<file path="src/rtl/core/motion_signal_light_controller_unit_defines.svh">
// ---------------------------------------------------------------------------
// motion signal light controller assertion macros
// concurrent checks on the rising edge of i_clk, off while reset is low
// ---------------------------------------------------------------------------
`ifndef MOTION_SIGNAL_LIGHT_CONTROLLER_UNIT_DEFINES_SVH
`define MOTION_SIGNAL_LIGHT_CONTROLLER_UNIT_DEFINES_SVH

`ifndef NO_ASSERTIONS
`define MSL_ASSERT(label, prop) \
    label: assert property (@(posedge i_clk) disable iff (!i_rst_n) prop) \
        else $error("msl check failed");
`define MSL_ASSERT_MSG(label, prop, msg) \
    label: assert property (@(posedge i_clk) disable iff (!i_rst_n) prop) \
        else $error(msg);
`else
`define MSL_ASSERT(label, prop)
`define MSL_ASSERT_MSG(label, prop, msg)
`endif

`endif

</file>
<file path="src/rtl/core/msl_pkg.sv">
// ---------------------------------------------------------------------------
// msl_pkg
// shared widths, constants and types of the motion signal light controller
// ---------------------------------------------------------------------------
`default_nettype none

package msl_pkg;

    localparam int ACC_W      = 16;
    localparam int TURN_W     = 15;
    localparam int CNT_W      = 16;
    localparam int LVL_W      = 8;
    localparam int COLOUR_W   = 24;
    localparam int CFG_IDX_W  = 3;
    localparam int CFG_DATA_W = 16;

    localparam logic [CNT_W-1:0]    CNT_SAT   = '1;
    localparam logic [LVL_W-1:0]    RAMP_STEP = 8'd15;
    localparam logic [LVL_W-1:0]    LVL_MAX   = 8'd255;
    localparam logic [COLOUR_W-1:0] ORANGE    = 24'hFF4100;

    localparam logic [TURN_W-1:0]       TURN_RST   = 15'd10000;
    localparam logic signed [ACC_W-1:0] BRAKE_RST  = 16'sd10000;
    localparam logic [CNT_W-1:0]        SAMPLE_RST = 16'd50;
    localparam logic [CNT_W-1:0]        BLINK_RST  = 16'd500;
    localparam logic [CNT_W-1:0]        RAMP_RST   = 16'd10;

    // register indexes of the configuration port
    typedef enum logic [CFG_IDX_W-1:0] {
        REG_TURN   = 3'd0,
        REG_BRAKE  = 3'd1,
        REG_SAMPLE = 3'd2,
        REG_BLINK  = 3'd3,
        REG_RAMP   = 3'd4
    } t_cfg_idx;

    typedef struct packed {
        logic [TURN_W-1:0]       turn_thr;
        logic signed [ACC_W-1:0] brake_thr;
        logic [CNT_W-1:0]        sample_per;
        logic [CNT_W-1:0]        blink_per;
        logic [CNT_W-1:0]        ramp_per;
    } t_cfg;

    typedef struct packed {
        logic [LVL_W-1:0] led_red;
        logic [LVL_W-1:0] led_green;
        logic [LVL_W-1:0] led_blue;
        logic             front_light;
        logic             is_turning;
        logic             is_braking;
    } t_result;

    // saturating tick counter
    function automatic logic [CNT_W-1:0] sat_inc(input logic [CNT_W-1:0] c);
        return (c == CNT_SAT) ? CNT_SAT : c + 1'b1;
    endfunction

endpackage

`default_nettype wire

</file>
<file path="src/rtl/core/msl_in_if.sv">
// ---------------------------------------------------------------------------
// msl_in_if
// request channel carrying one millisecond tick of sensor data
// ---------------------------------------------------------------------------
`default_nettype none

interface msl_in_if;

    logic                                valid;
    logic                                ready;
    logic signed [msl_pkg::ACC_W-1:0]    accel_x;
    logic signed [msl_pkg::ACC_W-1:0]    accel_y;
    logic                                button_pressed;

    modport source (output valid, output accel_x, output accel_y,
                    output button_pressed, input ready);
    modport sink   (input valid, input accel_x, input accel_y,
                    input button_pressed, output ready);

endinterface

`default_nettype wire

</file>
<file path="src/rtl/core/msl_out_if.sv">
// ---------------------------------------------------------------------------
// msl_out_if
// result channel carrying the light state after one tick
// ---------------------------------------------------------------------------
`default_nettype none

interface msl_out_if;

    logic                        valid;
    logic                        ready;
    logic [msl_pkg::LVL_W-1:0]   led_red;
    logic [msl_pkg::LVL_W-1:0]   led_green;
    logic [msl_pkg::LVL_W-1:0]   led_blue;
    logic                        front_light;
    logic                        is_turning;
    logic                        is_braking;

    modport source (output valid, output led_red, output led_green, output led_blue,
                    output front_light, output is_turning, output is_braking,
                    input ready);
    modport sink   (input valid, input led_red, input led_green, input led_blue,
                    input front_light, input is_turning, input is_braking,
                    output ready);

endinterface

`default_nettype wire

</file>
<file path="src/rtl/core/msl_window.sv">
// ---------------------------------------------------------------------------
// msl_window
// sample timer and moving sums over the last WINDOW samples of x and y
// ---------------------------------------------------------------------------
`default_nettype none

module msl_window #(
    parameter int WINDOW = 20
) (
    input  wire logic                                          i_clk,
    input  wire logic                                          i_rst_n,
    input  wire logic                                          i_step,
    input  wire msl_pkg::t_cfg                                 i_cfg,
    input  wire logic signed [msl_pkg::ACC_W-1:0]              i_accel_x,
    input  wire logic signed [msl_pkg::ACC_W-1:0]              i_accel_y,
    output logic signed [msl_pkg::ACC_W+$clog2(WINDOW)-1:0]    o_x_sum,
    output logic signed [msl_pkg::ACC_W+$clog2(WINDOW)-1:0]    o_y_sum
);

    import msl_pkg::*;

    localparam int SUM_W = ACC_W + $clog2(WINDOW);

    logic signed [ACC_W-1:0] r_x_hist [WINDOW];
    logic signed [ACC_W-1:0] r_y_hist [WINDOW];
    logic signed [SUM_W-1:0] r_x_sum;
    logic signed [SUM_W-1:0] r_y_sum;
    logic signed [SUM_W-1:0] n_x_sum;
    logic signed [SUM_W-1:0] n_y_sum;
    logic [CNT_W-1:0]        r_samp_cnt;
    logic [CNT_W-1:0]        n_samp_cnt;
    logic [CNT_W-1:0]        w_samp_inc;
    logic                    w_samp_fire;
    logic signed [SUM_W:0]   w_x_acc;
    logic signed [SUM_W:0]   w_y_acc;

    assign w_samp_inc  = sat_inc(r_samp_cnt);
    assign w_samp_fire = (w_samp_inc >= i_cfg.sample_per);
    assign n_samp_cnt  = w_samp_fire ? '0 : w_samp_inc;

    // oldest sample sits at the far end of the shift line
    assign w_x_acc = (SUM_W+1)'(r_x_sum) - (SUM_W+1)'(r_x_hist[WINDOW-1])
                     + (SUM_W+1)'(i_accel_x);
    assign w_y_acc = (SUM_W+1)'(r_y_sum) - (SUM_W+1)'(r_y_hist[WINDOW-1])
                     + (SUM_W+1)'(i_accel_y);

    assign n_x_sum = w_samp_fire ? w_x_acc[SUM_W-1:0] : r_x_sum;
    assign n_y_sum = w_samp_fire ? w_y_acc[SUM_W-1:0] : r_y_sum;

    assign o_x_sum = n_x_sum;
    assign o_y_sum = n_y_sum;

    always_ff @(posedge i_clk) begin
        if (!i_rst_n) begin
            r_samp_cnt <= CNT_SAT;
            r_x_sum    <= '0;
            r_y_sum    <= '0;
            for (int i = 0; i < WINDOW; i++) begin
                r_x_hist[i] <= '0;
                r_y_hist[i] <= '0;
            end
        end else if (i_step) begin
            r_samp_cnt <= n_samp_cnt;
            r_x_sum    <= n_x_sum;
            r_y_sum    <= n_y_sum;
            if (w_samp_fire) begin
                r_x_hist[0] <= i_accel_x;
                r_y_hist[0] <= i_accel_y;
                for (int i = 1; i < WINDOW; i++) begin
                    r_x_hist[i] <= r_x_hist[i-1];
                    r_y_hist[i] <= r_y_hist[i-1];
                end
            end
        end
    end

endmodule

`default_nettype wire

</file>
<file path="src/rtl/core/msl_signal.sv">
// ---------------------------------------------------------------------------
// msl_signal
// turn and brake decisions, blinker, brake ramp and held led colour
// ---------------------------------------------------------------------------
`default_nettype none

module msl_signal #(
    parameter int WINDOW = 20
) (
    input  wire logic                                          i_clk,
    input  wire logic                                          i_rst_n,
    input  wire logic                                          i_step,
    input  wire msl_pkg::t_cfg                                 i_cfg,
    input  wire logic signed [msl_pkg::ACC_W+$clog2(WINDOW)-1:0] i_x_sum,
    input  wire logic signed [msl_pkg::ACC_W+$clog2(WINDOW)-1:0] i_y_sum,
    input  wire logic                                          i_button,
    output msl_pkg::t_result                                   o_res
);

    import msl_pkg::*;

    localparam int SUM_W = ACC_W + $clog2(WINDOW);
    localparam int LIM_W = SUM_W + 1;
    localparam logic signed [LIM_W-1:0] WIN_S = LIM_W'(WINDOW);

    logic [CNT_W-1:0]        r_blink_cnt;
    logic [CNT_W-1:0]        n_blink_cnt;
    logic [CNT_W-1:0]        r_ramp_cnt;
    logic [CNT_W-1:0]        n_ramp_cnt;
    logic                    r_turning;
    logic                    n_turning;
    logic                    r_lit;
    logic                    n_lit;
    logic [LVL_W-1:0]        r_level;
    logic [LVL_W-1:0]        n_level;
    logic                    r_rising;
    logic                    n_rising;
    logic [COLOUR_W-1:0]     r_colour;
    logic [COLOUR_W-1:0]     n_colour;

    logic [CNT_W-1:0]        w_blink_inc;
    logic [CNT_W-1:0]        w_ramp_inc;
    logic                    w_blink_fire;
    logic                    w_ramp_fire;
    logic signed [LIM_W-1:0] w_turn_lim;
    logic signed [LIM_W-1:0] w_brake_lim;
    logic signed [LIM_W-1:0] w_y;
    logic signed [LIM_W-1:0] w_x;
    logic                    w_over;
    logic                    w_under;
    logic                    w_braking;
    logic                    w_rise_a;
    logic                    w_rise_b;

    // thresholds scaled to the sum domain instead of dividing the sums
    assign w_turn_lim  = LIM_W'(signed'({1'b0, i_cfg.turn_thr})) * WIN_S;
    assign w_brake_lim = LIM_W'(i_cfg.brake_thr) * WIN_S;
    assign w_y = LIM_W'(i_y_sum);
    assign w_x = LIM_W'(i_x_sum);

    assign w_over    = (w_y > w_turn_lim) || (w_y < -w_turn_lim);
    assign w_under   = (w_y < w_turn_lim) && (w_y > -w_turn_lim);
    assign n_turning = w_over ? 1'b1 : (w_under ? 1'b0 : r_turning);
    assign w_braking = (w_x > w_brake_lim);

    assign w_blink_inc  = sat_inc(r_blink_cnt);
    assign w_ramp_inc   = sat_inc(r_ramp_cnt);
    assign w_blink_fire = (w_blink_inc >= i_cfg.blink_per);
    assign w_ramp_fire  = (w_ramp_inc >= i_cfg.ramp_per);

    // direction flips at the top while rising and at zero while falling
    assign w_rise_a = r_rising && (r_level != LVL_MAX);
    assign w_rise_b = w_rise_a || (r_level == '0);

    always_comb begin
        n_blink_cnt = w_blink_inc;
        n_ramp_cnt  = w_ramp_inc;
        n_lit       = r_lit;
        n_level     = r_level;
        n_rising    = r_rising;
        n_colour    = r_colour;

        if (n_turning) begin
            if (w_blink_fire) begin
                n_lit       = !r_lit;
                n_colour    = r_lit ? '0 : ORANGE;
                n_blink_cnt = '0;
            end
        end else begin
            n_lit = 1'b0;
        end

        // ramp step lands after the blink and wins the colour
        if (w_braking && w_ramp_fire) begin
            n_rising   = w_rise_b;
            n_level    = w_rise_b ? r_level + RAMP_STEP : r_level - RAMP_STEP;
            n_colour   = {n_level, 16'h0000};
            n_ramp_cnt = '0;
        end

        if (!w_braking && !n_turning) begin
            n_colour = '0;
        end
    end

    always_comb begin
        o_res.led_red     = n_colour[23:16];
        o_res.led_green   = n_colour[15:8];
        o_res.led_blue    = n_colour[7:0];
        o_res.front_light = !n_turning && !w_braking && i_button;
        o_res.is_turning  = n_turning;
        o_res.is_braking  = w_braking;
    end

    always_ff @(posedge i_clk) begin
        if (!i_rst_n) begin
            r_blink_cnt <= CNT_SAT;
            r_ramp_cnt  <= CNT_SAT;
            r_turning   <= 1'b0;
            r_lit       <= 1'b0;
            r_level     <= '0;
            r_rising    <= 1'b1;
            r_colour    <= '0;
        end else if (i_step) begin
            r_blink_cnt <= n_blink_cnt;
            r_ramp_cnt  <= n_ramp_cnt;
            r_turning   <= n_turning;
            r_lit       <= n_lit;
            r_level     <= n_level;
            r_rising    <= n_rising;
            r_colour    <= n_colour;
        end
    end

endmodule

`default_nettype wire

</file>
<file path="src/rtl/core/motion_signal_light_controller_unit.sv">
// ---------------------------------------------------------------------------
// motion signal light controller unit
// turn blinker, brake ramp and front light driven by averaged acceleration
// ---------------------------------------------------------------------------
//
//  channel   direction  contents                                   handshake
//  i_in      in         accel_x, accel_y, button_pressed           valid/ready
//  o_out     out        led_red/green/blue, front_light,           valid/ready
//                       is_turning, is_braking
//  i_cfg_*   in         register index and write data              write enable
//
//  one request per clock sustained while o_out.ready stays high: a request lands
//  in the input register, is worked in one pass of adds and compares and lands in
//  the result register, so each result passes both registers in that order
//  the input register, when empty, accepts a new request while a finished result waits
//  reset is synchronous, active low; no clearing pass, the request side is
//  ready in the first cycle after reset
//  a stalled result holds the input register, and i_in.ready drops only when
//  both registers are full
//
`default_nettype none

`include "motion_signal_light_controller_unit_defines.svh"

module motion_signal_light_controller_unit #(
    parameter int WINDOW = 20
) (
    input  wire logic                              i_clk,
    input  wire logic                              i_rst_n,
    input  wire logic                              i_cfg_we,
    input  wire logic [msl_pkg::CFG_IDX_W-1:0]     i_cfg_idx,
    input  wire logic [msl_pkg::CFG_DATA_W-1:0]    i_cfg_data,
    msl_in_if.sink                                 i_in,
    msl_out_if.source                              o_out
);

    import msl_pkg::*;

    localparam int SUM_W = ACC_W + $clog2(WINDOW);

    // configuration registers
    t_cfg r_cfg;

    // input register
    logic                    r_in_valid;
    logic signed [ACC_W-1:0] r_in_x;
    logic signed [ACC_W-1:0] r_in_y;
    logic                    r_in_btn;

    // result register
    logic                    r_out_valid;
    t_result                 r_out;

    logic                    w_step;
    logic                    w_in_take;
    logic signed [SUM_W-1:0] w_x_sum;
    logic signed [SUM_W-1:0] w_y_sum;
    t_result                 w_res;

    // the held request moves on when the result register is empty or drains
    assign w_step    = r_in_valid && (!r_out_valid || o_out.ready);
    assign i_in.ready = !r_in_valid || w_step;
    assign w_in_take = i_in.valid && i_in.ready;

    // register writes, indexes past the list are dropped
    always_ff @(posedge i_clk) begin
        if (!i_rst_n) begin
            r_cfg.turn_thr   <= TURN_RST;
            r_cfg.brake_thr  <= BRAKE_RST;
            r_cfg.sample_per <= SAMPLE_RST;
            r_cfg.blink_per  <= BLINK_RST;
            r_cfg.ramp_per   <= RAMP_RST;
        end else if (i_cfg_we) begin
            case (t_cfg_idx'(i_cfg_idx))
                REG_TURN:   r_cfg.turn_thr   <= i_cfg_data[TURN_W-1:0];
                REG_BRAKE:  r_cfg.brake_thr  <= signed'(i_cfg_data);
                REG_SAMPLE: r_cfg.sample_per <= i_cfg_data;
                REG_BLINK:  r_cfg.blink_per  <= i_cfg_data;
                REG_RAMP:   r_cfg.ramp_per   <= i_cfg_data;
                default: begin
                end
            endcase
        end
    end

    // input register valid
    always_ff @(posedge i_clk) begin
        if (!i_rst_n) begin
            r_in_valid <= 1'b0;
        end else if (i_in.ready) begin
            r_in_valid <= i_in.valid;
        end
    end

    // input register payload
    always_ff @(posedge i_clk) begin
        if (w_in_take) begin
            r_in_x   <= i_in.accel_x;
            r_in_y   <= i_in.accel_y;
            r_in_btn <= i_in.button_pressed;
        end
    end

    // moving sums, updated by the sample timer
    msl_window #(
        .WINDOW (WINDOW)
    ) u_window (
        .i_clk     (i_clk),
        .i_rst_n   (i_rst_n),
        .i_step    (w_step),
        .i_cfg     (r_cfg),
        .i_accel_x (r_in_x),
        .i_accel_y (r_in_y),
        .o_x_sum   (w_x_sum),
        .o_y_sum   (w_y_sum)
    );

    // decisions and light state from this tick's sums
    msl_signal #(
        .WINDOW (WINDOW)
    ) u_signal (
        .i_clk    (i_clk),
        .i_rst_n  (i_rst_n),
        .i_step   (w_step),
        .i_cfg    (r_cfg),
        .i_x_sum  (w_x_sum),
        .i_y_sum  (w_y_sum),
        .i_button (r_in_btn),
        .o_res    (w_res)
    );

    // result register valid
    always_ff @(posedge i_clk) begin
        if (!i_rst_n) begin
            r_out_valid <= 1'b0;
        end else if (w_step) begin
            r_out_valid <= 1'b1;
        end else if (o_out.ready) begin
            r_out_valid <= 1'b0;
        end
    end

    // result register payload
    always_ff @(posedge i_clk) begin
        if (w_step) begin
            r_out <= w_res;
        end
    end

    assign o_out.valid       = r_out_valid;
    assign o_out.led_red     = r_out.led_red;
    assign o_out.led_green   = r_out.led_green;
    assign o_out.led_blue    = r_out.led_blue;
    assign o_out.front_light = r_out.front_light;
    assign o_out.is_turning  = r_out.is_turning;
    assign o_out.is_braking  = r_out.is_braking;

    // checks

    // an empty result register never blocks the request side
    `MSL_ASSERT(a_ready_when_empty, !r_out_valid |-> i_in.ready)

    // a new result only comes from a held request
    `MSL_ASSERT(a_result_has_source, $rose(r_out_valid) |-> $past(r_in_valid))

    // front light stays off while any signal light runs
    `MSL_ASSERT_MSG(a_front_exclusive,
        r_out_valid |-> !(r_out.front_light && (r_out.is_turning || r_out.is_braking)),
        "front light on during turn or brake")

    // led black when neither turning nor braking
    `MSL_ASSERT_MSG(a_idle_black,
        (r_out_valid && !r_out.is_turning && !r_out.is_braking)
            |-> (r_out.led_red == '0 && r_out.led_green == '0 && r_out.led_blue == '0),
        "led lit while idle")

endmodule

`default_nettype wire

</file>
<file path="src/flat_wrapper.sv">
// flat-port wrapper written by rule: the top's interface ports become plain ports
module motion_signal_light_controller_unit_flat import msl_pkg::*;
#(
    parameter int WINDOW = 20
)
  (i_clk, i_rst_n, i_cfg_we, i_cfg_idx, i_cfg_data, i_in_valid, i_in_accel_x, i_in_accel_y, i_in_button_pressed, i_in_ready, o_out_valid, o_out_led_red, o_out_led_green, o_out_led_blue, o_out_front_light, o_out_is_turning, o_out_is_braking, o_out_ready);
  msl_in_if i_in_i ();
  msl_out_if o_out_i ();
  input  wire logic i_clk;
  input  wire logic i_rst_n;
  input  wire logic i_cfg_we;
  input  wire logic [msl_pkg::CFG_IDX_W-1:0] i_cfg_idx;
  input  wire logic [msl_pkg::CFG_DATA_W-1:0] i_cfg_data;
  input wire logic [$bits(i_in_i.valid)-1:0] i_in_valid;
  input wire logic [$bits(i_in_i.accel_x)-1:0] i_in_accel_x;
  input wire logic [$bits(i_in_i.accel_y)-1:0] i_in_accel_y;
  input wire logic [$bits(i_in_i.button_pressed)-1:0] i_in_button_pressed;
  output wire logic [$bits(i_in_i.ready)-1:0] i_in_ready;
  output wire logic [$bits(o_out_i.valid)-1:0] o_out_valid;
  output wire logic [$bits(o_out_i.led_red)-1:0] o_out_led_red;
  output wire logic [$bits(o_out_i.led_green)-1:0] o_out_led_green;
  output wire logic [$bits(o_out_i.led_blue)-1:0] o_out_led_blue;
  output wire logic [$bits(o_out_i.front_light)-1:0] o_out_front_light;
  output wire logic [$bits(o_out_i.is_turning)-1:0] o_out_is_turning;
  output wire logic [$bits(o_out_i.is_braking)-1:0] o_out_is_braking;
  input wire logic [$bits(o_out_i.ready)-1:0] o_out_ready;
  assign i_in_i.valid = i_in_valid;
  assign i_in_i.accel_x = i_in_accel_x;
  assign i_in_i.accel_y = i_in_accel_y;
  assign i_in_i.button_pressed = i_in_button_pressed;
  assign i_in_ready = i_in_i.ready;
  assign o_out_valid = o_out_i.valid;
  assign o_out_led_red = o_out_i.led_red;
  assign o_out_led_green = o_out_i.led_green;
  assign o_out_led_blue = o_out_i.led_blue;
  assign o_out_front_light = o_out_i.front_light;
  assign o_out_is_turning = o_out_i.is_turning;
  assign o_out_is_braking = o_out_i.is_braking;
  assign o_out_i.ready = o_out_ready;
  motion_signal_light_controller_unit #(.WINDOW(WINDOW)) u_core (.i_clk(i_clk), .i_rst_n(i_rst_n), .i_cfg_we(i_cfg_we), .i_cfg_idx(i_cfg_idx), .i_cfg_data(i_cfg_data), .i_in(i_in_i), .o_out(o_out_i));
endmodule
</file>
<file path="config.mk">
export PLATFORM = sky130hd
export DESIGN_NAME = motion_signal_light_controller_unit_flat
export DESIGN_NICKNAME = d
export VERILOG_FILES = /design/src/rtl/core/msl_pkg.sv /design/src/rtl/core/msl_in_if.sv /design/src/rtl/core/msl_out_if.sv /design/src/rtl/core/msl_window.sv /design/src/rtl/core/msl_signal.sv /design/src/rtl/core/motion_signal_light_controller_unit.sv /design/src/flat_wrapper.sv
export VERILOG_INCLUDE_DIRS = /design/src /design/src/rtl/core
export SDC_FILE = /design/constraint.sdc
export NUM_CORES = 2
export LEC_CHECK = 0
export BUFFER_PORTS_ARGS = -buffer_cell sky130_fd_sc_hd__buf_4
export CORE_UTILIZATION = 40
export CTS_BUF_LIST = sky130_fd_sc_hd__clkbuf_4 sky130_fd_sc_hd__clkbuf_8 sky130_fd_sc_hd__clkbuf_16
export DETAILED_ROUTE_END_ITERATION = 10
export PLACE_DENSITY = 0.69
export SYNTH_ARGS = -nofsm -noshare
export SYNTH_HDL_FRONTEND = slang
export SYNTH_HIERARCHICAL = 1
export SYNTH_SLANG_ARGS = --single-unit
</file>
<file path="constraint.sdc">
create_clock -name i_clk -period 18.4 [get_ports i_clk]
set_clock_uncertainty 0.1 [all_clocks]
set_input_delay 0.92 -clock i_clk [delete_from_list [all_inputs] [get_ports i_clk]]
set_output_delay 0.92 -clock i_clk [all_outputs]
set_load 0.01 [all_outputs]
</file>
* Word-level counts from Yosys, hierarchy flattened
Memory sizes are Yosys's and may differ from the RTL's.
Cells that the tools add are included.
Widths: inputs -> output; s select.
** Word-level totals
- Register bits :: 266
- RAM bits :: 640
- Output and inout port bits :: 29
- Word-level logic and storage cells :: 189
- Memories :: 2
** Memory list
- u_core.u_window.r_x_hist :: words 20, bits a word 16, rd ports 20, clocked after Yosys merged registers in 0, write ports 20, line msl_window.sv:24 : logic signed [ACC_W-1:0] r_x_hist [WINDOW];
- u_core.u_window.r_y_hist :: words 20, bits a word 16, rd ports 20, clocked after Yosys merged registers in 0, write ports 20, line msl_window.sv:25 : logic signed [ACC_W-1:0] r_y_hist [WINDOW];
** Operators by class
- Add/sub/neg operators :: 10
- Multipliers :: 2
- $lt $le $gt $ge :: 8
- Equal/unequal tests :: 9
- Multiplexer cells :: 66
- Bitwise logic cells :: 40
- Reduce and logical (&&, ||, !) cells :: 26
** Operators by type and width (count)
- $mux 16 :: 47
- $mux 24 :: 5
- $add 16x1->16 const B :: 3
- $eq 16x16->1 const B :: 3
- $ge 16x16->1 :: 3
- $gt 21x22->1 :: 2
- $add 21x16->21 :: 2
- $mux 21 :: 2
- $sub 21x16->21 :: 2
- $or 1x1->1 :: 40
- $lt 21x22->1 :: 1
- $neg 22->22 :: 1
- $gt 21x21->1 :: 1
- $lt 21x21->1 :: 1
- $mul 16x4->20 const B :: 1
- $mul 15x3->18 const B :: 1
- $reduce_and 2->1 :: 7
- $mux 1 :: 11
- $add 8x4->8 const B :: 1
- $logic_not 8->1 :: 1
- $mux 8 :: 1
- $ne 8x8->1 const B :: 1
- $sub 8x4->8 const B :: 1
- $logic_and 1x1->1 :: 7
- 8 further kinds :: 16

* Longest topological paths before layout
- Word-level depth :: 11
- Mapped depth :: 29
- Gate-level depth less buffers :: 23

* Hierarchy
Netlist, hierarchy kept.
** By module, submodules not included
- msl_window :: times used 1, cells an instance 2317, area an instance 30425.4 um2, sequential area each 20379.5 um2
- msl_signal :: times used 1, cells an instance 1005, area an instance 7963.9 um2, sequential area each 1341.3 um2
- motion_signal_light_controller_unit :: times used 1, cells an instance 363, area an instance 4931.0 um2, sequential area each 3423.3 um2

* Worst setup path after synthesis
OpenSTA, ideal clock, no wires.
- Kind :: register -> register
- From :: reg u_core.u_window.r_samp_cnt[2]
- To :: mem u_core.u_window.r_x_hist[0][0] (enable)
- Arrival time :: 13414 ps
- Data required time :: 13748 ps
- Setup slack :: 334 ps
- Stages on the path, launching flop included :: 16
- Path buffers :: 4
- Period minus slack after synthesis :: 18066 ps
- Cells stage by stage :: dfxtp_1 and4_1 nand3_1 nor3_1 nand2b_1 clkbuf_1 buf_2 nand2_1 ha_1 a211oi_1 nor2_1 a2111o_1 a22oi_1 buf_2 buf_2 nand2_1
** RTL lines
- start: declaration :: line msl_window.sv:30 : logic [CNT_W-1:0] r_samp_cnt;
- start signal: assignment :: line msl_window.sv:63 : r_samp_cnt <= n_samp_cnt;
- end: declaration :: line msl_window.sv:24

* Worst setup path after layout
- From :: reg u_core.u_window.r_samp_cnt[0]
- To :: reg u_core.u_signal.r_colour[17]
** Between the ends
- Longest elaborated chain between the ends :: 11
- Elaborated cells on any way between the ends :: 22
** Ends and longest elaborated chain
- $add 16x1->16 or $eq 16x16->1 (tied branches) :: line msl_pkg.sv:56 : return (c == CNT_SAT) ? CNT_SAT : c + 1'b1;
- $mux 16 * :: line msl_pkg.sv:56
- $ge 16x16->1 * :: line msl_window.sv:38 : assign w_samp_fire = (w_samp_inc >= i_cfg.sample_per);
- $mux 21 * :: line msl_window.sv:48 : assign n_y_sum = w_samp_fire ? w_y_acc[SUM_W-1:0] : r_y_sum;
- net u_core.w_y_sum[20] :: line motion_signal_light_controller_unit.sv:57 : logic signed [SUM_W-1:0] w_y_sum;
- $gt 21x22->1 or $lt 21x21->1 (tied branches) :: line msl_signal.sv:62 : assign w_under = (w_y < w_turn_lim) && (w_y > -w_turn_lim);
- $logic_and 1x1->1 :: line msl_signal.sv:62
- $mux 1 :: line msl_signal.sv:63 : assign n_turning = w_over ? 1'b1 : (w_under ? 1'b0 : r_turning);
- $mux 1 * :: line msl_signal.sv:63
- $mux 24 or $logic_not 1->1 (tied branches) :: line msl_signal.sv:83, msl_signal.sv:101
- $mux 24 or $logic_and 1x1->1 (tied branches) :: line msl_signal.sv:94, msl_signal.sv:101
- $mux 24 * :: line msl_signal.sv:101 : if (!w_braking && !n_turning) begin
- end signal: assignment :: line msl_signal.sv:131 : r_colour <= n_colour;
- end: declaration :: line msl_signal.sv:38 : logic [COLOUR_W-1:0] r_colour;
Mark *: on every way through the listed nets, which the timed path passes. The rest lies on a longest branch.
A chain may end at the register's enable or synchronous reset.

==> reports/metrics.yaml <==
netlist_top_cells_count: "700 x edfxtp_1, 575 x and3_1, 276 x nand2_1, 241 x inv_1, 214 x ha_1"
critPathMaxStageDelay_ns: 0.72
ys_ff_latch: 906
use_met1: 0.2120
hold_buffers: 0
period_share: 0.4317
relSlewSlack: 0.2260
peakVddDrop_mv: 0.09023
setup_viol: 0
io-pin-count: 86
synthArstFlopShare: 0
use_met2: 0.2335
p_leak_nw: 21.18
cts_htree_levels: 3
hold_start: "i_in_accel_y[2]"
firstDrtPassIters: 5
avgSynthCellArea_um2: 11.76
final-hold-violation-count: 0
r2r-start: "u_core/u_window/r_samp_cnt[0]$_SDFFE_PN1P_"
synth_edf_count: 700
period_needed_ns: 7.944
grt.busiest_layer: "met2"
drv_cap: 0
die_area_mm2: 0.1096
die_w_um: 331.1
cp.arrival_ns: 8.37
gp_congestion: 0.8405
grt_remaining_overflow: 0
crit_buf_inv: 1
syn_area_mm2: 0.04332
synth_cell_type_count: 103
slew_violations: 0
area_growth_pct: 11.35
grt_setup_unrepaired: "no"
numClockSinks: 906
post_cts_resized: 0
ant_nets: 0
register_area_mm2: 0.02514
placed_area_mm2: 0.04511
grt_usage: 0.1482
clockBufferDepth: 3
cp_max_fo: 85
worstSetupPathType: "register to register"
antenna_cells_inserted: 0
seq_area_frac_synth: 0.5804
grt_pass1_wl_mm: 133.5
gr-usage-met3: 0.02317
multi_input_area_mm2: 0.01641
yosys_warnings: 6
worst_slew_pin_slew_ns: 1.159
core_area_mm2: 0.1072
syn_inst: 3685
cts_tree: "yes"
n_fill_cell: 9640
start_util: 0.4041
clk_pin_slew_ns: 0.06
drc_errors: 0
ys_top_cells_by_area: "edfxtp_1 49%, dfxtp_1 9.5%, and3_1 8.3%, ha_1 6.2%, nand2_1 2.4%"
routed_via_density: 5.202
syn-num-nets: 3999
yosys_most_used_dff: "edfxtp_1"
hold_class: "input pin to register"
drt_iter0_drc: 2028
final.setup.tns_ns: 0
wl_per_cell_um: 16.15
cts_root_buf: "clkbuf_16"
cts-buffers-inserted: 92
dp_hpwl_mm: 51.38
setup.worst_path.start: "u_core/u_window/r_samp_cnt[0]$_SDFFE_PN1P_"
yosysTopAreaCell: "edfxtp_1"
post_cts_buffers: 0
fin_area_mm2: 0.04824
nets: 3986
max_freq_ghz: 0.1259
crit_top_cell: "ha_1"
power_density_mw_per_mm2: 130.7
drive_gt1_frac: 0.09338
die_h_um: 331.1
antenna_found_initial: 0
cp-end-kind: "register"
routed-via-count: 26795
drt-total-wl_mm: 83.20
yosysMostFrequentCell: "edfxtp_1"
path_delay_family: "compound AO/OA/AOI/OAI gates"
cp_slowest_cell: "a211oi_2"
io_buffers: 85
std_cell_rows: 120
first_global_vias: 25778
grt_max_degree: 306
crit_path_start_kind: "register"
insertion_delay_ns: 0.67
status: "finished, final reports clean"
cp.required_ns: 18.83
crit_chain: "ha_1 > nand3_1 > nor3_1 > nand2b_1 > and2_1 > ha_1 > nand2b_1 > a2111oi_0 > o31ai_1 > a41oi_4 > buf_4 > and4b_1 > a2111oi_2 > ha_1 > nand4_2 > nor4_4 > a21oi_2 > and2b_1 > a31oi_2 > o211ai_4 > a211oi_2 > or4b_1 > o221ai_2"
yosysTopAreaCellShare: 0.4852
path summary, 6_finish.rpt:
check                                         endpoint  slack, ns  cells after the start
max          u_core/u_signal/r_colour[17]$_SDFFE_PN0P_      10.46                     23
min                         u_core/r_in_y[2]$_DFFE_PP_       0.33                      1
max reg2reg  u_core/u_signal/r_colour[17]$_SDFFE_PN0P_      10.46                     23
min reg2reg   u_core/u_signal/r_colour[6]$_SDFFE_PN0P_       0.34                      1
per-layer routing:
layer	wire length (µm)	up-vias
met1	40430	12908
met5	0	-
met4	1607	0
li1	-	13275
met3	3306	107
met2	37850	505
state kept, by name (all words and copies together) (netlist names), 21 cells and up:
register	flops
u_core/r_cfg	79
u_core/u_signal/r_colour	24
u_core/u_window/r_x_hist	320
u_core/u_window/r_x_sum	21
u_core/u_window/r_y_hist	320
u_core/u_window/r_y_sum	21
layout by cell type (no fill, tap or decap), types with 71 or more instances in the layout:
master	instances
o21ai_0	103
clkbuf_16	92
and3_1	575
a21oi_1	151
inv_1	241
buf_4	111
ha_1	214
dfxtp_1	206
edfxtp_1	700
nand3_1	71
mux2i_1	87
nor2_1	148
and2_1	95
nand2_1	275
area by class of cell:
cell class / count / area share
timing repair buffer: 114 / 0.01842
tap: 1403 / 0.03639
clock inverter: 58 / 0.01390
sequential: 906 / 0.5212
multi-input combinational: 2316 / 0.3402
clock buffer: 112 / 0.05097
inverter: 242 / 0.01883
per-stage QoR:
stage          hold slack [ns]    util  setup slack, ns  instances  power (mW)
2_1_floorplan           0.3255       -           0.3335       3685       4.047
3_3_place_gp            0.3283  0.4208            10.74       4981       4.370
3_5_place_dp            0.3334  0.4208            10.55       4981       4.417
4_1_cts                 0.2862  0.4500            10.51       5151       6.354
5_1_grt                 0.2915  0.4500            9.988       5151       6.676
6_report                0.3315  0.4500            10.46       5151       6.305
logic make-up after synthesis:
group	count (synthesis)	share of synthesized area
compound gates	517	0.08050
xor+xnor	95	0.01981
simple gates	1341	0.1695
mux	106	0.02527
fa+ha+maj	257	0.08168
buf+inv	463	0.04283
flops	906	0.5804
worst reg2reg max path, delay by kind of cell, from the launching register on:
kind / cells / cell delay, ns
compound gates: 9 / 2.90
fa+ha+maj: 3 / 1.01
buf+inv: 1 / 0.71
flops: 1 / 0.42
simple gates: 10 / 2.67
power breakdown:
group          internal, mW  total [mW]  switching [mW]
clock                  1.11        1.91           0.805
combinational         0.714        1.87            1.15
sequential             2.43        2.53          0.0986
total                  4.25        6.31            2.06
Note: power is estimated with default switching activity, not from simulation.
